## src/design/hsmp_pkg.sv

```systemverilog
package hsmp_pkg;

  localparam int HEADER_BYTES = 12;
  localparam int FILL_W       = $clog2(HEADER_BYTES + 1);

  localparam int CFG_IDX_W  = 3;
  localparam int CFG_DATA_W = 16;

  localparam int IN_USER_W  = 2;
  localparam int IN_DATA_W  = 8;
  localparam int OUT_USER_W = 5;
  localparam int OUT_DATA_W = 88;

  // register indexes on the configuration port
  localparam logic [CFG_IDX_W-1:0] REG_MAGIC_FIRST     = 3'd0;
  localparam logic [CFG_IDX_W-1:0] REG_MAGIC_SECOND    = 3'd1;
  localparam logic [CFG_IDX_W-1:0] REG_MAGIC_THIRD     = 3'd2;
  localparam logic [CFG_IDX_W-1:0] REG_MAGIC_SUM       = 3'd3;
  localparam logic [CFG_IDX_W-1:0] REG_BUFFER_CAPACITY = 3'd4;

  typedef enum logic [1:0] {
    CMD_DATA  = 2'd0,
    CMD_START = 2'd1,
    CMD_RESET = 2'd2,
    CMD_BAD   = 2'd3
  } cmd_e;

  typedef enum logic [2:0] {
    ST_NEED_MORE   = 3'd0,
    ST_PARSED      = 3'd1,
    ST_TOO_SMALL   = 3'd2,
    ST_WRONG_STATE = 3'd3,
    ST_CMD_DONE    = 3'd4
  } status_e;

  typedef struct packed {
    logic [7:0]  magic_first;
    logic [7:0]  magic_second;
    logic [7:0]  magic_third;
    logic [7:0]  magic_sum;
    logic [15:0] buffer_capacity;
  } cfg_t;

  typedef struct packed {
    cmd_e       cmd;
    logic [7:0] data;
  } item_t;

  typedef struct packed {
    status_e     status;
    logic        header_valid;
    logic [15:0] payload_length;
    logic [15:0] reset_value;
    logic [15:0] sequence_number;
    logic [15:0] opcode_value;
    logic        payload_valid;
    logic [7:0]  payload_byte;
    logic [15:0] payload_position;
  } result_t;

endpackage

```

## src/design/hsmp_front.sv

```systemverilog
module hsmp_front #(
  parameter int DEPTH = 2
) (
  input  logic                                clk_i,
  input  logic                                rst_ni,
  input  logic                                in_valid_i,
  output logic                                in_ready_o,
  input  logic [hsmp_pkg::IN_USER_W-1:0]      in_user_i,
  input  logic [hsmp_pkg::IN_DATA_W-1:0]      in_data_i,
  output logic                                item_valid_o,
  input  logic                                item_ready_i,
  output hsmp_pkg::item_t                     item_o
);
  import hsmp_pkg::*;

  // depth of at least two
  localparam int PTR_W = $clog2(DEPTH);
  localparam int CNT_W = $clog2(DEPTH + 1);
  localparam logic [PTR_W-1:0] PTR_LAST = PTR_W'(DEPTH - 1);
  localparam logic [CNT_W-1:0] CNT_FULL = CNT_W'(DEPTH);

  item_t            mem_q [DEPTH];
  logic [PTR_W-1:0] wr_ptr_q, wr_ptr_d;
  logic [PTR_W-1:0] rd_ptr_q, rd_ptr_d;
  logic [CNT_W-1:0] count_q, count_d;
  logic             push, pop;
  item_t            in_item;

  // classify the command code at the door
  assign in_item.cmd  = cmd_e'(in_user_i);
  assign in_item.data = in_data_i;

  assign in_ready_o   = (count_q != CNT_FULL);
  assign item_valid_o = (count_q != '0);
  assign item_o       = mem_q[rd_ptr_q];

  assign push = in_valid_i && in_ready_o;
  assign pop  = item_valid_o && item_ready_i;

  always_comb begin
    wr_ptr_d = wr_ptr_q;
    rd_ptr_d = rd_ptr_q;
    count_d  = count_q;
    if (push) begin
      wr_ptr_d = (wr_ptr_q == PTR_LAST) ? '0 : wr_ptr_q + 1'b1;
    end
    if (pop) begin
      rd_ptr_d = (rd_ptr_q == PTR_LAST) ? '0 : rd_ptr_q + 1'b1;
    end
    if (push && !pop) begin
      count_d = count_q + 1'b1;
    end else if (pop && !push) begin
      count_d = count_q - 1'b1;
    end
  end

  always_ff @(posedge clk_i or negedge rst_ni) begin
    if (!rst_ni) begin
      wr_ptr_q <= '0;
      rd_ptr_q <= '0;
      count_q  <= '0;
    end else begin
      wr_ptr_q <= wr_ptr_d;
      rd_ptr_q <= rd_ptr_d;
      count_q  <= count_d;
    end
  end

  always_ff @(posedge clk_i) begin
    if (push) begin
      mem_q[wr_ptr_q] <= in_item;
    end
  end

  a_count_bound: assert property (@(posedge clk_i) disable iff (!rst_ni)
    count_q <= CNT_FULL)
    else $error("queue count above depth");

  a_count_up: assert property (@(posedge clk_i) disable iff (!rst_ni)
    (push && !pop) |=> (count_q == $past(count_q) + 1'b1))
    else $error("queue count did not grow on push");

  a_count_hold: assert property (@(posedge clk_i) disable iff (!rst_ni)
    (!push && !pop) |=> $stable(count_q) && $stable(rd_ptr_q))
    else $error("queue moved without a transfer");

endmodule

```

## src/design/hsmp_back.sv

```systemverilog
module hsmp_back (
  input  logic              clk_i,
  input  logic              rst_ni,
  input  hsmp_pkg::cfg_t    cfg_i,
  input  logic              item_valid_i,
  output logic              item_ready_o,
  input  hsmp_pkg::item_t   item_i,
  output logic              res_valid_o,
  input  logic              res_ready_i,
  output hsmp_pkg::result_t res_o
);
  import hsmp_pkg::*;

  localparam logic PHASE_SEEK    = 1'b0;
  localparam logic PHASE_COLLECT = 1'b1;

  localparam logic [1:0] MSG_BUSY      = 2'd0;
  localparam logic [1:0] MSG_DONE      = 2'd1;
  localparam logic [1:0] MSG_TOO_SMALL = 2'd2;

  localparam logic [FILL_W-1:0] FILL_FULL = FILL_W'(HEADER_BYTES);
  localparam logic [FILL_W-1:0] FILL_LAST = FILL_W'(HEADER_BYTES - 1);

  logic [7:0]        win_q    [HEADER_BYTES];
  logic [7:0]        win_next [HEADER_BYTES];
  logic [FILL_W-1:0] fill_q, fill_d;
  logic              phase_q, phase_d;
  logic [15:0]       exp_len_q, exp_len_d;
  logic [15:0]       count_q, count_d;
  logic [1:0]        msg_q, msg_d;
  logic              win_shift;
  logic              take;
  logic              out_valid_q;
  result_t           res_q, res_d;
  logic [7:0]        psum;
  logic              magic_ok, parity_ok;
  logic [15:0]       count_inc, hdr_len;

  assign item_ready_o = !out_valid_q || res_ready_i;
  assign take         = item_valid_i && item_ready_o;
  assign res_valid_o  = out_valid_q;
  assign res_o        = res_q;

  // window as it stands after this byte shifts in
  always_comb begin
    for (int i = 0; i < HEADER_BYTES - 1; i++) begin
      win_next[i] = win_q[i + 1];
    end
    win_next[HEADER_BYTES-1] = item_i.data;
  end

  always_comb begin
    psum = cfg_i.magic_sum;
    for (int k = 4; k < HEADER_BYTES; k++) begin
      psum = psum + win_next[k];
    end
  end

  assign magic_ok  = (win_next[0] == cfg_i.magic_first) &&
                     (win_next[1] == cfg_i.magic_second) &&
                     (win_next[2] == cfg_i.magic_third);
  assign parity_ok = (~psum == win_next[3]);
  assign hdr_len   = {win_next[5], win_next[4]};
  assign count_inc = count_q + 16'd1;

  always_comb begin
    fill_d    = fill_q;
    phase_d   = phase_q;
    exp_len_d = exp_len_q;
    count_d   = count_q;
    msg_d     = msg_q;
    win_shift = 1'b0;
    res_d     = '0;
    res_d.status = ST_NEED_MORE;
    case (item_i.cmd)
      CMD_START, CMD_RESET: begin
        if (item_i.cmd == CMD_RESET) begin
          fill_d    = '0;
          phase_d   = PHASE_SEEK;
          exp_len_d = '0;
        end
        if (cfg_i.buffer_capacity == '0) begin
          res_d.status = ST_WRONG_STATE;
        end else begin
          msg_d        = MSG_BUSY;
          count_d      = '0;
          res_d.status = ST_CMD_DONE;
        end
      end
      CMD_DATA: begin
        if (msg_q != MSG_BUSY) begin
          res_d.status = ST_WRONG_STATE;
        end else if (phase_q == PHASE_COLLECT) begin
          res_d.payload_valid    = 1'b1;
          res_d.payload_byte     = item_i.data;
          res_d.payload_position = count_q;
          count_d                = count_inc;
          if (count_inc == exp_len_q) begin
            phase_d      = PHASE_SEEK;
            exp_len_d    = '0;
            msg_d        = MSG_DONE;
            res_d.status = ST_PARSED;
          end
        end else begin
          win_shift = 1'b1;
          fill_d    = (fill_q == FILL_FULL) ? FILL_FULL : fill_q + 1'b1;
          // window is full once this byte is in
          if (fill_q >= FILL_LAST && magic_ok && parity_ok) begin
            res_d.header_valid    = 1'b1;
            res_d.payload_length  = hdr_len;
            res_d.reset_value     = {win_next[7], win_next[6]};
            res_d.sequence_number = {win_next[9], win_next[8]};
            res_d.opcode_value    = {win_next[11], win_next[10]};
            fill_d    = '0;
            exp_len_d = hdr_len;
            if (hdr_len == '0) begin
              msg_d        = MSG_DONE;
              res_d.status = ST_PARSED;
            end else begin
              phase_d = PHASE_COLLECT;
              if (hdr_len > cfg_i.buffer_capacity) begin
                msg_d        = MSG_TOO_SMALL;
                res_d.status = ST_TOO_SMALL;
              end
            end
          end
        end
      end
      default: begin
        res_d.status = ST_WRONG_STATE;
      end
    endcase
  end

  always_ff @(posedge clk_i or negedge rst_ni) begin
    if (!rst_ni) begin
      fill_q      <= '0;
      phase_q     <= PHASE_SEEK;
      exp_len_q   <= '0;
      count_q     <= '0;
      msg_q       <= MSG_BUSY;
      out_valid_q <= 1'b0;
    end else begin
      if (take) begin
        fill_q      <= fill_d;
        phase_q     <= phase_d;
        exp_len_q   <= exp_len_d;
        count_q     <= count_d;
        msg_q       <= msg_d;
        out_valid_q <= 1'b1;
      end else if (res_ready_i) begin
        out_valid_q <= 1'b0;
      end
    end
  end

  // window contents only count once the fill reaches the full header
  always_ff @(posedge clk_i) begin
    if (take && win_shift) begin
      for (int i = 0; i < HEADER_BYTES; i++) begin
        win_q[i] <= win_next[i];
      end
    end
    if (take) begin
      res_q <= res_d;
    end
  end

  a_fill_bound: assert property (@(posedge clk_i) disable iff (!rst_ni)
    fill_q <= FILL_FULL)
    else $error("window fill beyond header size");

  a_phase_len: assert property (@(posedge clk_i) disable iff (!rst_ni)
    (phase_q == PHASE_SEEK) == (exp_len_q == '0))
    else $error("expected length out of step with phase");

  a_one_kind: assert property (@(posedge clk_i) disable iff (!rst_ni)
    out_valid_q |-> !(res_q.header_valid && res_q.payload_valid))
    else $error("result flags both header and payload");

endmodule

```

## src/design/header_sync_message_parser.sv

```systemverilog
// header sync message parser
// input stream s_axis: one transfer per received byte or command; tuser holds the
// command (data byte, start new message, full parser reset), tdata the byte.
// output stream m_axis: exactly one result transfer per input transfer, in order;
// tuser flags the status and whether a header or a payload byte is reported,
// tdata carries the header fields and the payload byte with its position.
// configuration: cfg_we_i writes register cfg_idx_i (magic bytes, parity seed,
// buffer capacity) from cfg_data_i; write only while the stream is idle.
// an input is stored in the input queue, then its result in the result register.
// throughput: one item per cycle unless stalled; the parser updates its window,
// counters and message state at once; consecutive bytes never wait on each other.
// a small input queue sits in front of the parser and a result register behind it.
// when m_axis_tready is low the result register holds, the parser stops, the
// queue fills and s_axis_tready drops once it is full.
// reset: queue and result register empty, parser seeking a header with an empty
// window, registers at their defaults (magic bytes zero, capacity 65535).
module header_sync_message_parser #(
  parameter int QUEUE_DEPTH = 2
) (
  input  logic                                 clk_i,
  input  logic                                 rst_ni,
  input  logic                                 cfg_we_i,
  input  logic [hsmp_pkg::CFG_IDX_W-1:0]       cfg_idx_i,
  input  logic [hsmp_pkg::CFG_DATA_W-1:0]      cfg_data_i,
  input  logic                                 s_axis_tvalid,
  output logic                                 s_axis_tready,
  // [1:0] command
  input  logic [hsmp_pkg::IN_USER_W-1:0]       s_axis_tuser,
  // [7:0] byte_in
  input  logic [hsmp_pkg::IN_DATA_W-1:0]       s_axis_tdata,
  output logic                                 m_axis_tvalid,
  input  logic                                 m_axis_tready,
  // [2:0] status, [3] header_valid, [4] payload_valid
  output logic [hsmp_pkg::OUT_USER_W-1:0]      m_axis_tuser,
  // [15:0] payload_length, [31:16] reset_value, [47:32] sequence_number,
  // [63:48] opcode_value, [71:64] payload_byte, [87:72] payload_position
  output logic [hsmp_pkg::OUT_DATA_W-1:0]      m_axis_tdata
);
  import hsmp_pkg::*;

  cfg_t    cfg_q;
  item_t   item;
  logic    item_valid, item_ready;
  result_t res;

  always_ff @(posedge clk_i or negedge rst_ni) begin
    if (!rst_ni) begin
      cfg_q.magic_first     <= '0;
      cfg_q.magic_second    <= '0;
      cfg_q.magic_third     <= '0;
      cfg_q.magic_sum       <= '0;
      cfg_q.buffer_capacity <= 16'hFFFF;
    end else if (cfg_we_i) begin
      case (cfg_idx_i)
        REG_MAGIC_FIRST:     cfg_q.magic_first     <= cfg_data_i[7:0];
        REG_MAGIC_SECOND:    cfg_q.magic_second    <= cfg_data_i[7:0];
        REG_MAGIC_THIRD:     cfg_q.magic_third     <= cfg_data_i[7:0];
        REG_MAGIC_SUM:       cfg_q.magic_sum       <= cfg_data_i[7:0];
        REG_BUFFER_CAPACITY: cfg_q.buffer_capacity <= cfg_data_i[15:0];
        default: begin
        end
      endcase
    end
  end

  hsmp_front #(
    .DEPTH (QUEUE_DEPTH)
  ) u_front (
    .clk_i        (clk_i),
    .rst_ni       (rst_ni),
    .in_valid_i   (s_axis_tvalid),
    .in_ready_o   (s_axis_tready),
    .in_user_i    (s_axis_tuser),
    .in_data_i    (s_axis_tdata),
    .item_valid_o (item_valid),
    .item_ready_i (item_ready),
    .item_o       (item)
  );

  hsmp_back u_back (
    .clk_i        (clk_i),
    .rst_ni       (rst_ni),
    .cfg_i        (cfg_q),
    .item_valid_i (item_valid),
    .item_ready_o (item_ready),
    .item_i       (item),
    .res_valid_o  (m_axis_tvalid),
    .res_ready_i  (m_axis_tready),
    .res_o        (res)
  );

  assign m_axis_tuser = {res.payload_valid, res.header_valid, res.status};
  assign m_axis_tdata = {res.payload_position, res.payload_byte, res.opcode_value,
                         res.sequence_number, res.reset_value, res.payload_length};

endmodule

```

## config.mk

```make
export PLATFORM = sky130hd
export DESIGN_NAME = header_sync_message_parser
export DESIGN_NICKNAME = d
export VERILOG_FILES = /design/src/design/hsmp_pkg.sv /design/src/design/hsmp_front.sv /design/src/design/hsmp_back.sv /design/src/design/header_sync_message_parser.sv
export SDC_FILE = /design/constraint.sdc
export NUM_CORES = 1
export LEC_CHECK = 0
export BUFFER_PORTS_ARGS = -buffer_cell sky130_fd_sc_hd__buf_2
export CORE_MARGIN = 8
export CORE_UTILIZATION = 59
export DETAILED_ROUTE_END_ITERATION = 16
export PLACE_DENSITY = 0.76
export SLEW_MARGIN = 20
export SYNTH_ARGS = -nofsm -noshare
export SYNTH_HDL_FRONTEND = slang
export SYNTH_SLANG_ARGS = --single-unit
```

## constraint.sdc

```tcl
create_clock -name clk_i -period 23.6 [get_ports clk_i]
set_input_delay 2.36 -clock clk_i [delete_from_list [all_inputs] [get_ports clk_i]]
set_output_delay 2.36 -clock clk_i [all_outputs]
set_load 0.01 [all_outputs]
```

# Yosys cells after proc, flatten, opt, wreduce, memory -nomap -nowiden
# Memories as Yosys holds them, arrays and structs flattened.
# Index checks and enable logic that the tools add are counted.
# totals
ff_bits,185
ramBits,116
in_bits,34
output_inout_bits,95
elab_cells,156
mem_count,2
# mem_list
name,words,width,rd,rd_ports_with_merged_regs,write_ports,line_no,text
u_back.win_q,12,8,11,0,12,hsmp_back.sv:24,logic [7:0] win_q [HEADER_BYTES];
u_front.mem_q,2,10,1,0,1,hsmp_front.sv:22,item_t mem_q [DEPTH];
# op_classes
addsub,14
order_cmp,2
eq_ne,21
n_mux,53
n_bitwise,4
n_reduce_logical,37
# op_table
operator,n
$mux W16,8
$mux W68,1
$add A8 B8 Y8,8
$pmux W16 S2,2
$eq A8 B8 Y1,4
$logic_not A16 Y1,2
$mux W25,1
$mux W2,11
$mux W4,5
$mux W1,18
$add A16 B1 Y16 const B,1
$eq A16 B16 Y1,1
$gt A16 B16 Y1,1
$reduce_and A2 Y1,5
$reduce_and A5 Y1,2
$reduce_bool A2 Y1,5
$logic_and A1 B1 Y1,9
$mux W3,3
$ne A2 B2 Y1 const B,4
$not A8 Y8,1
$pmux W4 S2,1
$reduce_and A7 Y1,1
$eq A3 B2 Y1 const B,2
$pmux W3 S2,1
26 further kinds,34

# Logic depth before layout (Yosys ltp)
# An unclocked memory read counts as a cell.
# logic_depth
depth_word,16
mapped_depth,19

# By module
# From an unflattened synthesis, not the netlist that was laid out.
# unflattened
hier_cells,1021
hier_area_um2,13943.4
# by_module_without_submodules
module,instances,cells_per_inst,area_each_um2
hsmp_back,1,867,11158.2
header_sync_message_parser,1,105,1853.0
hsmp_front,1,49,932.1

# Least setup slack after synthesis
# OpenSTA, ideal clock, no wires.
# synth_timing
kind,input to register
start,input port m_axis_tready
end,"memory u_back.win_q[1][2] (netlist: u_back.win_q[0][10]), enable pin"
setup_ns,0.642
arrival_time_ns,8.679
required_time_ns,22.958
slack_ns,14.279
cell_stages,3
path_buffers,0
path_cell_list,nand2b_1 o21ai_1 nor3_1
# synth_rtl
item,line_no,text
from (decl),header_sync_message_parser.sv:32,"input logic m_axis_tready,"
to (decl),hsmp_back.sv:24,

==> summary.txt <==
Yosys
  – Ranking of synthesized cells by area: edfxtp_1 (44%), dfrtp_1 (14%), fa_1 (6.6%), dfstp_2 (3.1%), and2_1 (3.1%)
  – Async S/R FF share, synth: 0.314
  – Yosys reg bits: 293
  – Syn_nets: 1,117
  – Post-synth EDFFs: 201
  – Syn avg cell area: 13.6 µm²
  – Mapped Cells: 1,007
  – Post-synthesis sequential area ratio: 0.609
  – YS warnings: 0
  – Cell area after synthesis: 13,700 µm²
  – Post-synthesis cell type count: 61
  – Post-synth top area cell: edfxtp_1
  – Top FF cell, synth: edfxtp_1
  – Share of the synthesized area in the top cell type: 0.440

STA
  – Worst Tran Pin Value: 1.03 ns
  – Setup TNS: 0 ns
  – Final Cycle Share: 0.296
  – Fin. max-slew vios: 0
  – Setup Skew: 0.0278 ns
  – Final setup viols: 0
  – Relative slew slack: 0.314
  – Final WS setup: 16.62 ns
  – RSZ-0062 raised after global routing: false
  – Fmax: 143 MHz
  – Hold Violations, Final: 0
  – Min cycle time layout: 6.98 ns

Power and ir drop
  – Clock share of power: 0.205
  – Sequential share of power: 0.345
  – Switching share of total power: 0.373
  – Peak VDD IR: 0.000154 V
  – Internal Pwr Total: 0.00144 W
  – Comb power frac: 0.450
  – Pwr Total: 0.00229 W
  – Sw Pwr: 0.000855 W
  – Leakage: 6.44 nW
  – Cell Pwr Density: 147 nW/µm²

Place
  – HPWL after DPL: 21,200 µm
  – Routability cong.: 0.872
  – IO Port Bufs: 128
  – Dpl ws: 16.78 ns
  – Area after DPL: 14,600 µm²

Worst setup path
  – CP endpoint kind: flop
  – Worst-path fanout max: 55
  – Startpoint types: flop
  – Req. time, crit path: 24.00 ns
  – R2R cell count: 18
  – Setup CP Type: reg2reg
  – Critical path arrival: 7.38 ns

CTS
  – CTS tree: yes
  – Clock Latency Late Sink: 0.56 ns
  – CTS sink cnt: 293
  – Root Driver: clkbuf_16
  – Post-CTS Setup Bufs: 0
  – CTS buffer count: 30
  – # resized after CTS: 0
  – Worst-path clk slew: 0.07 ns
  – Hold_buf cts: 0
  – CTS max path bufs: 3
  – # H-tree levels: 1

Outcome
  – Outcome: complete, no violations

Detailed routing
  – DR iter-0 viols: 620
  – Wire per inst: 20.8 µm
  – Vias/cell: 5.72
  – Drt drc: 0
  – Vias: 8,310
  – DR pass1 iterations: 5
  – Final wirelength: 30,300 µm
  – Antenna Violating Nets Remaining: 0

Global route
  – GR Overflow Total: 0
  – Largest net degree at the start of global routing: 94
  – Initial antenna violation count: 1
  – First-pass GRT wire length: 48,200 µm
  – Vias in the first global route: 8,764
  – GRT Overall Usage: 0.217

Layout
  – Design area: 15,600 µm²
  – N_diodes: 0
  – Final core occ: 0.675
  – Most frequent cells in the layout: edfxtp_1 (201), buf_2 (127), inv_1 (99), dfrtp_1 (76), and2_1 (67)
  – Share of post-route cells with drive strength above 1: 0.218
  – Synth-to-layout area growth: 13.8%
  – Most common cell after layout, fill and taps aside: edfxtp_1
  – Nets@finish: 1,250

Floorplan
  – Core ar.: 23,100 µm²
  – I/O pins: 129
  – Starting Density: 0.594
  – Die area: 28,400 µm²
  – Die H: 169 µm
  – # rows: 56
  – Die W: 169 µm

Hold path
  – Hold path cells: 0
  – Hold Path Class: reg2reg

Run
  – # Max-Cap Violations: 0
layer usage:
| layer | global-route usage | routed length (µm) | vias to the layer above |
|---|---|---|---|
| met4 | 0.0730 | 771 | 2 |
| li1 | - | - | 3809 |
| met3 | 0.0447 | 1900 | 54 |
| met1 | 0.283 | 12600 | 4190 |
| met2 | 0.360 | 15000 | 255 |
| met5 | 0 | 13 | - |
logic make-up (layout without fill, tap and decap cells):
family                   count (synthesis)  count (layout)  synth area share
AO/OA/AOI/OAI                          109             109            0.0528
buffers and inverters                  135             292            0.0400
adder cells (fa/ha/maj)                 76              76            0.0939
AND/OR/NAND/NOR                        259             259             0.106
flip-flops                             293             293             0.609
multiplexers                            59              59            0.0460
XOR/XNOR                                76              76            0.0521
Yosys cell counts, types with 5 or more instances:
library cell / number
o21ai_0: 43
dfstp_2: 16
o31ai_1: 6
nor2_1: 29
nand4_1: 13
ha_1: 31
nand3_1: 14
a21oi_1: 15
nor3_1: 8
xor2_1: 36
nand2_1: 60
dfrtp_1: 76
and2_1: 67
nor4_1: 28
mux2i_1: 26
clkbuf_1: 22
nand2b_1: 5
mux2_2: 33
buf_4: 6
fa_1: 45
xnor2_1: 36
and3_1: 7
o41ai_1: 5
inv_1: 100
edfxtp_1: 201
a31oi_1: 5
a21o_1: 9
critical path: stages, from the launching register on:
cell	delay (ns)
dfrtp_1	0.70
mux2i_1	0.35
inv_1	0.14
fa_1	0.52
inv_1	0.06
fa_1	0.51
fa_1	0.53
fa_1	0.55
inv_1	0.04
ha_1	0.21
fa_1	0.45
xnor2_1	0.14
nor4_1	0.29
o2111ai_1	0.15
nor4_1	0.65
nand2_1	0.60
nor3_4	0.25
buf_4	0.44
and2_1	0.21
final timing paths:
path / slack [ns] / start / end
worst max register to register: 16.62 / u_front.rd_ptr_q / u_back.res_o[74]
min in group asynchronous: 1.80 / rst_ni / cfg_q[20]
worst max-delay path: 16.62 / u_front.rd_ptr_q / u_back.res_o[74]
max in group asynchronous: 20.62 / rst_ni / u_back.count_q[7]
worst min register to register: 0.46 / u_back.win_q[5][0] / u_back.win_q[4][8]
worst min-delay path: 0.46 / u_back.win_q[5][0] / u_back.win_q[4][8]
state kept, by name, summed over array words and instances (netlist names):
register and cells:
u_back.win_q 88, u_back.res_valid_o 1, u_back.exp_len_q 16, cfg_q 48, u_back.fill_q 4, u_front.mem_q 20, u_front.rd_ptr_q 1, u_back.res_o 93
u_front.wr_ptr_q 1, u_back.count_q 16, u_back.phase_q 1, u_front.count_q 2, u_back.msg_q 2
per-stage QoR:
step | hold WS (ns) | instances
final | 0.458 | 1454
after global routing | 0.467 | 1454
after CTS | 0.455 | 1454
after detailed placement | 0.438 | 1398
after global placement | 0.429 | 1398
after floorplan | 0.426 | 1007
area by class of cell:
type	count	area [µm²]
clock buffers	33	783
clock inverters	23	201
fillers	1639	7500
inverters	100	380
multi-input cells	579	4830
flip-flops and latches	293	8360
well taps	290	363
repair buffers	136	703
power groups by stage:
stage	clock [W]	sequential, W	combinational, W
floorplan	0	0.000805	0.000746
global placement	0	0.000798	0.000983
detailed placement	0	0.000799	0.00101
CTS	0.000475	0.000792	0.00104
global route	0.000496	0.000804	0.00114
finish	0.000469	0.000792	0.00103
No activity file was read; power rests on OpenSTA's default activity.
